--- src/hw/rtl/psg_pkg.sv ---
// Shared types and constants for the post-shift settle guard.
`timescale 1ns / 1ps

package psg_pkg;

    localparam int TimeW   = 32;
    localparam int EpochW  = 32;
    localparam int ErrW    = 16;
    localparam int CountW  = 8;
    localparam int CfgW    = 16;
    localparam int CfgIdxW = 2;

    localparam int InBits   = TimeW + 3 + ErrW + EpochW;
    localparam int InDataW  = ((InBits + 7) / 8) * 8;
    localparam int OutDataW = 8;

    typedef enum logic [1:0] {
        REASON_NONE     = 2'd0,
        REASON_SHIFT    = 2'd1,
        REASON_MISMATCH = 2'd2,
        REASON_SETTLING = 2'd3
    } reason_t;

    typedef enum logic [CfgIdxW-1:0] {
        CFG_MIN_SETTLE  = 2'd0,
        CFG_ERR_LIMIT   = 2'd1,
        CFG_STABLE_NEED = 2'd2,
        CFG_UNUSED      = 2'd3
    } cfg_idx_t;

    typedef struct packed {
        logic [EpochW-1:0]      sample_epoch;
        logic signed [ErrW-1:0] ratio_err;
        logic                   sample_valid;
        logic                   gear_conflict;
        logic                   shift_active;
        logic [TimeW-1:0]       time_ms;
    } tick_t;

    localparam logic [CfgW-1:0]   MinSettleReset  = 16'd300;
    localparam logic [CfgW-1:0]   ErrLimitReset   = 16'd50;
    localparam logic [CountW-1:0] StableNeedReset = 8'd3;
    localparam logic [CountW-1:0] CountMax        = 8'hFF;

endpackage

--- src/hw/rtl/post_shift_settle_guard_top.sv ---
// Post-shift settle guard: input register, guard update and result register.
//
//  channel  | signals                                   | item
//  ---------+-------------------------------------------+----------------------------
//  s_axis   | s_axis_tvalid/tready/tdata[87:0]          | one control tick
//  m_axis   | m_axis_tvalid/tready/tdata[7:0]           | guard_reason
//  cfg      | cfg_wr_en, cfg_index[1:0], cfg_data[15:0] | register write
//
// One item per cycle unless the result stalls; each goes through both registers.
// The guard state updates as an item moves from the input register to the
// result register, so consecutive items see each other's updates in order.
// A stalled result holds; the input register keeps accepting while the
// result register is free or being drained in the same cycle.
// rst_n clears the valid flags, guard state and the registers to defaults.
`timescale 1ns / 1ps

module post_shift_settle_guard_top
    import psg_pkg::*;
(
    input  logic                clk,
    input  logic                rst_n,
    input  logic                s_axis_tvalid,
    output logic                s_axis_tready,
    // time_ms[31:0], shift_active[32], gear_conflict[33], sample_valid[34],
    // ratio_err[50:35], sample_epoch[82:51], zeros[87:83]
    input  logic [InDataW-1:0]  s_axis_tdata,
    output logic                m_axis_tvalid,
    input  logic                m_axis_tready,
    // guard_reason[1:0], zeros[7:2]
    output logic [OutDataW-1:0] m_axis_tdata,
    input  logic                cfg_wr_en,
    input  logic [CfgIdxW-1:0]  cfg_index,
    input  logic [CfgW-1:0]     cfg_data
);

    logic [CfgW-1:0]   min_settle_reg;
    logic [CfgW-1:0]   err_limit_reg;
    logic [CountW-1:0] stable_need_reg;

    logic              in_valid_reg;
    tick_t             in_tick_reg;
    logic              out_valid_reg;
    reason_t           out_reason_reg;

    logic              was_inhibited_reg, was_inhibited_next;
    logic              settling_reg, settling_next;
    logic [TimeW-1:0]  settle_start_reg, settle_start_next;
    logic [CountW-1:0] stable_count_reg, stable_count_next;
    logic [EpochW-1:0] last_epoch_reg, last_epoch_next;
    reason_t           reason_next;

    logic              out_free;
    logic              process;
    logic [TimeW-1:0]  start_eff;
    logic [TimeW-1:0]  elapsed;
    logic [EpochW-1:0] epoch_eff;
    logic [CountW-1:0] count_eff;
    logic [CountW-1:0] count_upd;
    logic [ErrW:0]     err_ext;
    logic [ErrW:0]     err_abs;
    logic              sample_ok;

    assign out_free      = !out_valid_reg || m_axis_tready;
    assign process       = in_valid_reg && out_free;
    assign s_axis_tready = !in_valid_reg || out_free;
    assign m_axis_tvalid = out_valid_reg;
    assign m_axis_tdata  = {{(OutDataW - 2){1'b0}}, out_reason_reg};

    always_ff @(posedge clk or negedge rst_n)
    begin
        if (!rst_n)
        begin
            min_settle_reg  <= MinSettleReset;
            err_limit_reg   <= ErrLimitReset;
            stable_need_reg <= StableNeedReset;
        end
        else if (cfg_wr_en)
        begin
            unique case (cfg_index)
                CFG_MIN_SETTLE:  min_settle_reg  <= cfg_data;
                CFG_ERR_LIMIT:   err_limit_reg   <= cfg_data;
                CFG_STABLE_NEED: stable_need_reg <= cfg_data[CountW-1:0];
                default:         ;
            endcase
        end
    end

    always_ff @(posedge clk or negedge rst_n)
    begin
        if (!rst_n)
        begin
            in_valid_reg <= 1'b0;
        end
        else if (s_axis_tready)
        begin
            in_valid_reg <= s_axis_tvalid;
        end
    end

    always_ff @(posedge clk)
    begin
        if (s_axis_tready && s_axis_tvalid)
        begin
            in_tick_reg <= tick_t'(s_axis_tdata[InBits-1:0]);
        end
    end

    // Guard update
    always_comb
    begin
        err_ext   = {in_tick_reg.ratio_err[ErrW-1], in_tick_reg.ratio_err};
        err_abs   = err_ext[ErrW] ? ((ErrW + 1)'(0) - err_ext) : err_ext;
        sample_ok = in_tick_reg.sample_valid && (err_abs <= {1'b0, err_limit_reg});

        start_eff = was_inhibited_reg ? in_tick_reg.time_ms : settle_start_reg;
        epoch_eff = was_inhibited_reg ? in_tick_reg.sample_epoch : last_epoch_reg;
        count_eff = was_inhibited_reg ? '0 : stable_count_reg;
        elapsed   = in_tick_reg.time_ms - start_eff;

        if (!sample_ok)
            count_upd = '0;
        else if (count_eff != CountMax)
            count_upd = count_eff + CountW'(1);
        else
            count_upd = count_eff;

        was_inhibited_next = was_inhibited_reg;
        settling_next      = settling_reg;
        settle_start_next  = settle_start_reg;
        stable_count_next  = stable_count_reg;
        last_epoch_next    = last_epoch_reg;
        reason_next        = REASON_NONE;

        if (in_tick_reg.shift_active || in_tick_reg.gear_conflict)
        begin
            was_inhibited_next = 1'b1;
            settling_next      = 1'b0;
            stable_count_next  = '0;
            last_epoch_next    = in_tick_reg.sample_epoch;
            reason_next        = in_tick_reg.shift_active ? REASON_SHIFT : REASON_MISMATCH;
        end
        else if (was_inhibited_reg || settling_reg)
        begin
            was_inhibited_next = 1'b0;
            settle_start_next  = start_eff;
            stable_count_next  = count_eff;
            last_epoch_next    = epoch_eff;
            settling_next      = 1'b1;
            reason_next        = REASON_SETTLING;
            if (elapsed >= {{(TimeW - CfgW){1'b0}}, min_settle_reg})
            begin
                if (in_tick_reg.sample_epoch != epoch_eff)
                begin
                    last_epoch_next   = in_tick_reg.sample_epoch;
                    stable_count_next = count_upd;
                end
                if (stable_count_next >= stable_need_reg)
                begin
                    settling_next = 1'b0;
                    reason_next   = REASON_NONE;
                end
            end
        end
    end

    always_ff @(posedge clk or negedge rst_n)
    begin
        if (!rst_n)
        begin
            was_inhibited_reg <= 1'b0;
            settling_reg      <= 1'b0;
            settle_start_reg  <= '0;
            stable_count_reg  <= '0;
            last_epoch_reg    <= '0;
            out_valid_reg     <= 1'b0;
            out_reason_reg    <= REASON_NONE;
        end
        else
        begin
            if (out_free)
            begin
                out_valid_reg <= in_valid_reg;
            end
            if (process)
            begin
                was_inhibited_reg <= was_inhibited_next;
                settling_reg      <= settling_next;
                settle_start_reg  <= settle_start_next;
                stable_count_reg  <= stable_count_next;
                last_epoch_reg    <= last_epoch_next;
                out_reason_reg    <= reason_next;
            end
        end
    end

    a_inhibit_state: assert property (@(posedge clk) disable iff (!rst_n)
        process && (in_tick_reg.shift_active || in_tick_reg.gear_conflict)
        |=> was_inhibited_reg && !settling_reg && stable_count_reg == '0)
        else $error("inhibit did not clear settle state");

    a_shift_wins: assert property (@(posedge clk) disable iff (!rst_n)
        process && in_tick_reg.shift_active
        |=> out_valid_reg && out_reason_reg == REASON_SHIFT)
        else $error("shift inhibit not reported");

    a_exclusive: assert property (@(posedge clk) disable iff (!rst_n)
        !(was_inhibited_reg && settling_reg))
        else $error("inhibited and settling at once");

    a_settle_reason: assert property (@(posedge clk) disable iff (!rst_n)
        process |=> (settling_reg == (out_reason_reg == REASON_SETTLING)))
        else $error("settling flag disagrees with reported reason");

endmodule
--- config.mk ---
export PLATFORM = sky130hd
export DESIGN_NAME = post_shift_settle_guard_top
export DESIGN_NICKNAME = d
export VERILOG_FILES = /design/src/hw/rtl/psg_pkg.sv /design/src/hw/rtl/post_shift_settle_guard_top.sv
export SDC_FILE = /design/constraint.sdc
export NUM_CORES = 1
export LEC_CHECK = 0
export BUFFER_PORTS_ARGS = -buffer_cell sky130_fd_sc_hd__buf_2
export CAP_MARGIN = 20
export CORE_AREA = 2 2 145 288
export DETAILED_ROUTE_END_ITERATION = 10
export DIE_AREA = 0 0 147 290
export GPL_TIMING_DRIVEN = 0
export PLACE_DENSITY_LB_ADDON = 0.05
export SLEW_MARGIN = 20
export SYNTH_ARGS = -nofsm -noshare
export SYNTH_HDL_FRONTEND = slang
export SYNTH_SLANG_ARGS = --single-unit
--- constraint.sdc ---
create_clock -name clk -period 18.79 [get_ports clk]
set_clock_uncertainty 0.15 [all_clocks]
set_input_delay 2.8185 -clock clk [delete_from_list [all_inputs] [get_ports clk]]
set_output_delay 2.8185 -clock clk [all_outputs]
set_load 0.005 [all_outputs]
==> impl_metrics.tcl, run 1 <==
set metrics [dict create \
    status "finished clean" \
    ir_worst_vdd_uv 64.1 \
    drc 0 \
    ys_warn_count 0 \
    synthCells 1286 \
    yosys_register_bits 201 \
    clockRootBuffer "clkbuf_16" \
    ys_seq_area_frac 0.442 \
    avgRoutedWirePerCell_um 19.9 \
    grt_pass1_wl_um 60700 \
    synthFlopType "dfrtp_1" \
    antenna_found_initial 1 \
    io_buffer_count 109 \
    finalSetupViolations 0 \
    vias 10000 \
    cp-start-kind "register" \
    dr.pass1.iters 5 \
    min_path_type "reg2reg" \
    ctsHtreeMaxLevel 1 \
    rsz0062_at_grt "false" \
    crit_fanout 10 \
    path_class "reg2reg" \
    tns_ns 0 \
    die_y_um 290 \
    initial_core_util 0.306 \
    synth_area_per_cell_um2 9.60 \
    slew_headroom 0.306 \
    cap_violations 0 \
    synth_top_cell_area_share 0.221 \
    clock_latency_ns 0.54 \
    die-area_um2 42600 \
    synthTopCellsByArea "dfrtp_1 (22%), edfxtp_1 (20%), ha_1 (7.4%), nand2_1 (6.0%), o21ai_0 (4.4%)" \
    hpwl_um 30700 \
    ctsHoldBuffers 0 \
    grt_overflow 0 \
    drv_slew 0 \
    post-cts-setup-buffers 0 \
    clk_pin_slew_ns 0.06 \
    post_cts_resized 0 \
    routed_wl_um 39300 \
    fill_cells 4221 \
    synthArstFlopShare 0.587 \
    largest_reg_flops 67 \
    drive_gt1_frac 0.165 \
    synthToLayoutAreaGrowth_pct 16.7 \
    synth_cell_types 71 \
    cts_buffers 23 \
    vias_per_cell 5.08 \
    powerDensity_nw_per_um2 122 \
    nets 1613 \
    core_um2 40300 \
    clock-sinks 201 \
    critPathCaptureType "register" \
    register_area_um2 5460 \
    grt_max_degree 69 \
    die_w_um 147 \
    drt_iter0_markers 412 \
    syn_area_um2 12300 \
    synth.largest_area_cell "dfrtp_1" \
    finalCriticalPeriod_ns 8.13 \
    tightest_slew_ns 1.03 \
    multi_input_area_um2 6360 \
    period_share 0.432 \
    cts_tree "done" \
    max_clock_freq_mhz 123 \
    grt_usage 0.183 \
    synth_common_cells "nand2_1 (197), dfrtp_1 (109), o21ai_0 (108), edfxtp_1 (83)" \
    io-pin-count 121 \
    cts.path.max_buffers 3 \
    grt_pass1_vias 10500 \
    antenna_cells 0 \
    rows 104 \
    leakagePower_nw 5.90 \
    power_w 0.00176 \
    cp.arrival_ns 8.40 \
    place.gp.congestion 0.850 \
    yosysMostFrequentCell "nand2_1" \
    critPathRequiredTime_ns 19.06 \
    synth_edf_count 83 \
    postRouteAntennaNets 0 \
    hold_viol 0 \
]
[routing by layer]
metal  vias up  wire (um)  track usage
li1       4939          -            -
met1      4803      13500        0.176
met2       229      22800        0.379
met3        64       1260       0.0209
met4         2       1650       0.0772
met5         -         12            0
[critical path, stage by stage, from the launching register on]
cell	delay, ns
dfrtp_1	0.34
clkbuf_1	0.46
buf_1	0.66
buf_1	0.67
mux2i_1	0.28
fa_1	0.50
a211oi_1	0.39
o211ai_1	0.19
a31oi_1	0.48
o21ai_0	0.32
xor2_1	0.22
ha_1	0.33
a21oi_1	0.16
nand2_1	0.07
a221oi_1	0.24
nand4_1	0.12
or4_1	0.53
or4_4	0.51
nor4_4	0.63
nand3b_2	0.39
a31o_2	0.36
[path summary, 6_finish.rpt]
kind / start / depth (start not counted) / to / slack [ns]
setup / recovery: was_inhibited_reg / 20 / stable_count_reg[3] / 10.66
hold / removal: settle_start_reg[21] / 2 / settle_start_reg[21] / 0.33
setup reg to reg: was_inhibited_reg / 20 / stable_count_reg[3] / 10.66
hold reg to reg: settle_start_reg[21] / 2 / settle_start_reg[21] / 0.33
max in group asynchronous: rst_n / 2 / stable_need_reg[1] / 15.67
min in group asynchronous: rst_n / 1 / settle_start_reg[15] / 2.05
[metrics by stage]
stage / std cells / hold slack, ns / setup slack, ns / cell area [um2] / util
floorplan: 1291 / 0.299 / 12.56 / 12400 / -
global placement: 1930 / 0.311 / 10.58 / 13600 / 0.336
detailed placement: 1933 / 0.321 / 10.56 / 13700 / 0.338
CTS: 1975 / 0.335 / 10.54 / 14400 / 0.357
global route: 1975 / 0.352 / 10.10 / 14400 / 0.357
finish: 1975 / 0.329 / 10.66 / 14400 / 0.357
[power breakdown]
part	internal, W	switching [W]
sequential	0.000547	0.0000501
combinational	0.000259	0.000443
clock	0.000263	0.000196
[cells by family after synthesis]
family | Yosys count | synth area share
fa+ha+maj | 74 | 0.0756
other cells | 1 | 0.000304
flops | 201 | 0.442
mux | 64 | 0.0548
compound gates | 326 | 0.174
buf+inv | 125 | 0.0453
simple gates | 427 | 0.160
xor+xnor | 68 | 0.0482
[layout make-up]
type	instances	share of cell area
Inverter	48	0.0125
Buffer	77	0.0263
Clock buffer	33	0.0467
Clock inverter	9	0.00573
Timing Repair Buffer	112	0.0427
Multi-Input combinational cell	965	0.441
Tap cell	530	0.0460
Sequential cell	201	0.379
[placed cells by master (no fill, tap or decap), types with 6 or more instances in the layout]
| cell | instances |
|---|---|
| nand2_1 | 197 |
| buf_2 | 112 |
| dfrtp_1 | 109 |
| o21ai_0 | 108 |
| edfxtp_1 | 83 |
| nor2_1 | 73 |
| ha_1 | 73 |
| clkbuf_1 | 56 |
| xnor2_1 | 54 |
| nand3_1 | 51 |
| inv_1 | 48 |
| a21oi_1 | 43 |
| a31oi_1 | 36 |
| mux2i_1 | 35 |
| o211ai_1 | 32 |
| mux2_2 | 29 |
| nand4_1 | 26 |
| clkbuf_16 | 23 |
| a21o_1 | 20 |
| xor2_1 | 14 |
| nor3_1 | 13 |
| buf_4 | 11 |
| nand2b_1 | 10 |
| o211ai_2 | 10 |
| dfstp_2 | 9 |
| and2_1 | 8 |
| nor4_1 | 8 |
| o21a_1 | 7 |
| a211oi_1 | 6 |
| nor2b_1 | 6 |
| or3_1 | 6 |
| a32oi_1 | 6 |
| buf_6 | 6 |
| conb_1 | 6 |
| clkbuf_8 | 6 |
Power figures use the tool's default switching activity.
==> run 2, diff against run 1 <==
==> constraint.sdc (replaced) <==
create_clock -name clk -period 6.62 [get_ports clk]
set_clock_uncertainty 0.15 [all_clocks]
set_input_delay 0.993 -clock clk [delete_from_list [all_inputs] [get_ports clk]]
set_output_delay 0.993 -clock clk [all_outputs]
set_load 0.005 [all_outputs]
==> run 2 against run 1 <==
Sequential power rose to 2.8 times the previous value; critical path type unchanged; worst setup slack worse by 10 ns; total power grew to 2.8 times the previous value; critical endpoint is now last_epoch_reg[1]; highest routed layer unchanged.
==> impl_metrics.tcl, run 2 (same netlist as run 1, synthesis figures left out) <==
set metrics [dict create \
    clock-sinks 201 \
    grt_usage 0.183 \
    ctsHoldBuffers 0 \
    critPathRequiredTime_ns 6.88 \
    cap_violations 0 \
    routed_wl_um 39300 \
    dr.pass1.iters 5 \
    drive_gt1_frac 0.172 \
    final_cell_mix "nand2_1 (197), buf_2 (112), dfrtp_1 (108)" \
    grt_overflow 0 \
    ir_worst_vdd_uv 182 \
    clock_latency_ns 0.54 \
    avgRoutedWirePerCell_um 19.9 \
    drc 0 \
    io-pin-count 121 \
    tightest_slew_ns 1.02 \
    cts_buffers 23 \
    die_y_um 290 \
    cp.arrival_ns 6.43 \
    max_clock_freq_mhz 162 \
    rows 104 \
    rsz0062_at_grt "false" \
    whs_ns 0.216 \
    rrSetupSlack_ns 0.45 \
    nets 1614 \
    clockRootBuffer "clkbuf_16" \
    grt_pass1_wl_um 60800 \
    status "finished clean" \
    cp-start-kind "register" \
    grt_pass1_vias 10500 \
    stdcell_count 1976 \
    power_w 0.00501 \
    powerDensity_nw_per_um2 346 \
    path_class "reg2reg" \
    layout_commonest_cell "nand2_1" \
    slew_headroom 0.314 \
    antenna_found_initial 1 \
    period_share 0.932 \
    post-place-cells 1933 \
    place_area_um2 13700 \
    die_w_um 147 \
    clk_pin_slew_ns 0.06 \
    largest_reg_flops 67 \
    grt_max_degree 69 \
    cts.path.max_buffers 3 \
    die-area_um2 42600 \
    critPathCaptureType "register" \
    synthToLayoutAreaGrowth_pct 17.1 \
    fin_area_um2 14500 \
    core_um2 40300 \
    tns_ns 0 \
    drv_slew 0 \
    vias_per_cell 5.07 \
    antenna_cells 0 \
    crit_fanout 11 \
    place.gp.congestion 0.850 \
    hold_viol 0 \
    io_buffer_count 109 \
    finalSetupViolations 0 \
    drt_iter0_markers 394 \
    cts_tree "done" \
    finalCriticalPeriod_ns 6.17 \
    vias 10000 \
    initial_core_util 0.306 \
    min_path_type "in2async" \
    leakagePower_nw 5.92 \
    postRouteAntennaNets 0 \
    hpwl_um 30700 \
    ctsHtreeMaxLevel 1 \
]
[run 2: power by group]
group / leakage, nW / switching, W / internal, W
Sequential: 2.24 / 0.000147 / 0.00155
Combinational: 3.31 / 0.00126 / 0.000740
Clock: 0.370 / 0.000560 / 0.000748
[run 2: worst paths after layout]
| check | from | end | cells past startpoint |
|---|---|---|---|
| setup reg to reg | was_inhibited_reg | last_epoch_reg[1] | 23 |
| hold / removal | rst_n | settle_start_reg[15] | 1 |
| min in group clk | settle_start_reg[21] | settle_start_reg[21] | 2 |
| max in group asynchronous | rst_n | stable_need_reg[1] | 2 |
| hold reg to reg | settle_start_reg[21] | settle_start_reg[21] | 2 |
| setup / recovery | was_inhibited_reg | last_epoch_reg[1] | 23 |
[run 2: repair_timing]
action                                  CTS  global route
pin swaps                                 1             0
endpoints found under the setup margin   43            43
gates resized for setup                   6             6
setup buffers                             2             0
[run 2: routing by layer]
layer | track usage | part of all wire | up-vias
met3 | 0.0215 | 0.033 | 63
met1 | 0.176 | 0.34 | 4796
met4 | 0.0765 | 0.040 | 2
met2 | 0.380 | 0.58 | 221
met5 | 0 | 0.00038 | -
li1 | - | - | 4939
[run 2: critical path, stage by stage, from the launching register on]
cell	delay, ns
dfrtp_2	0.52
buf_4	0.29
buf_4	0.28
mux2i_2	0.33
ha_1	0.28
nor2b_1	0.14
o2111ai_1	0.36
a21oi_1	0.16
nor2b_1	0.23
o21ai_0	0.17
a21oi_1	0.22
xnor2_1	0.17
ha_1	0.28
nand4_1	0.14
nor2_1	0.06
a221o_1	0.32
or4_1	0.49
or4_4	0.50
nor4_4	0.21
buf_4	0.17
and2_1	0.12
buf_4	0.16
buf_6	0.19
o211ai_2	0.11
[run 2: area by class of cell]
| cell class | instances | area, um2 |
|---|---|---|
| buffer | 76 | 384 |
| clock buffer | 33 | 673 |
| clock inverter | 9 | 82.6 |
| fill | 4217 | 25900 |
| inverter | 48 | 180 |
| multi-input combinational | 965 | 6380 |
| sequential | 201 | 5460 |
| tap | 530 | 663 |
| timing repair buffer | 114 | 631 |
[run 2: metrics by stage]
step / utilization / setup slack (ns)
floorplan: - / 0.385
global placement: 0.336 / -1.59
detailed placement: 0.338 / -1.61
CTS: 0.358 / 0.0954
global route: 0.358 / 0.00441
finish: 0.358 / 0.448
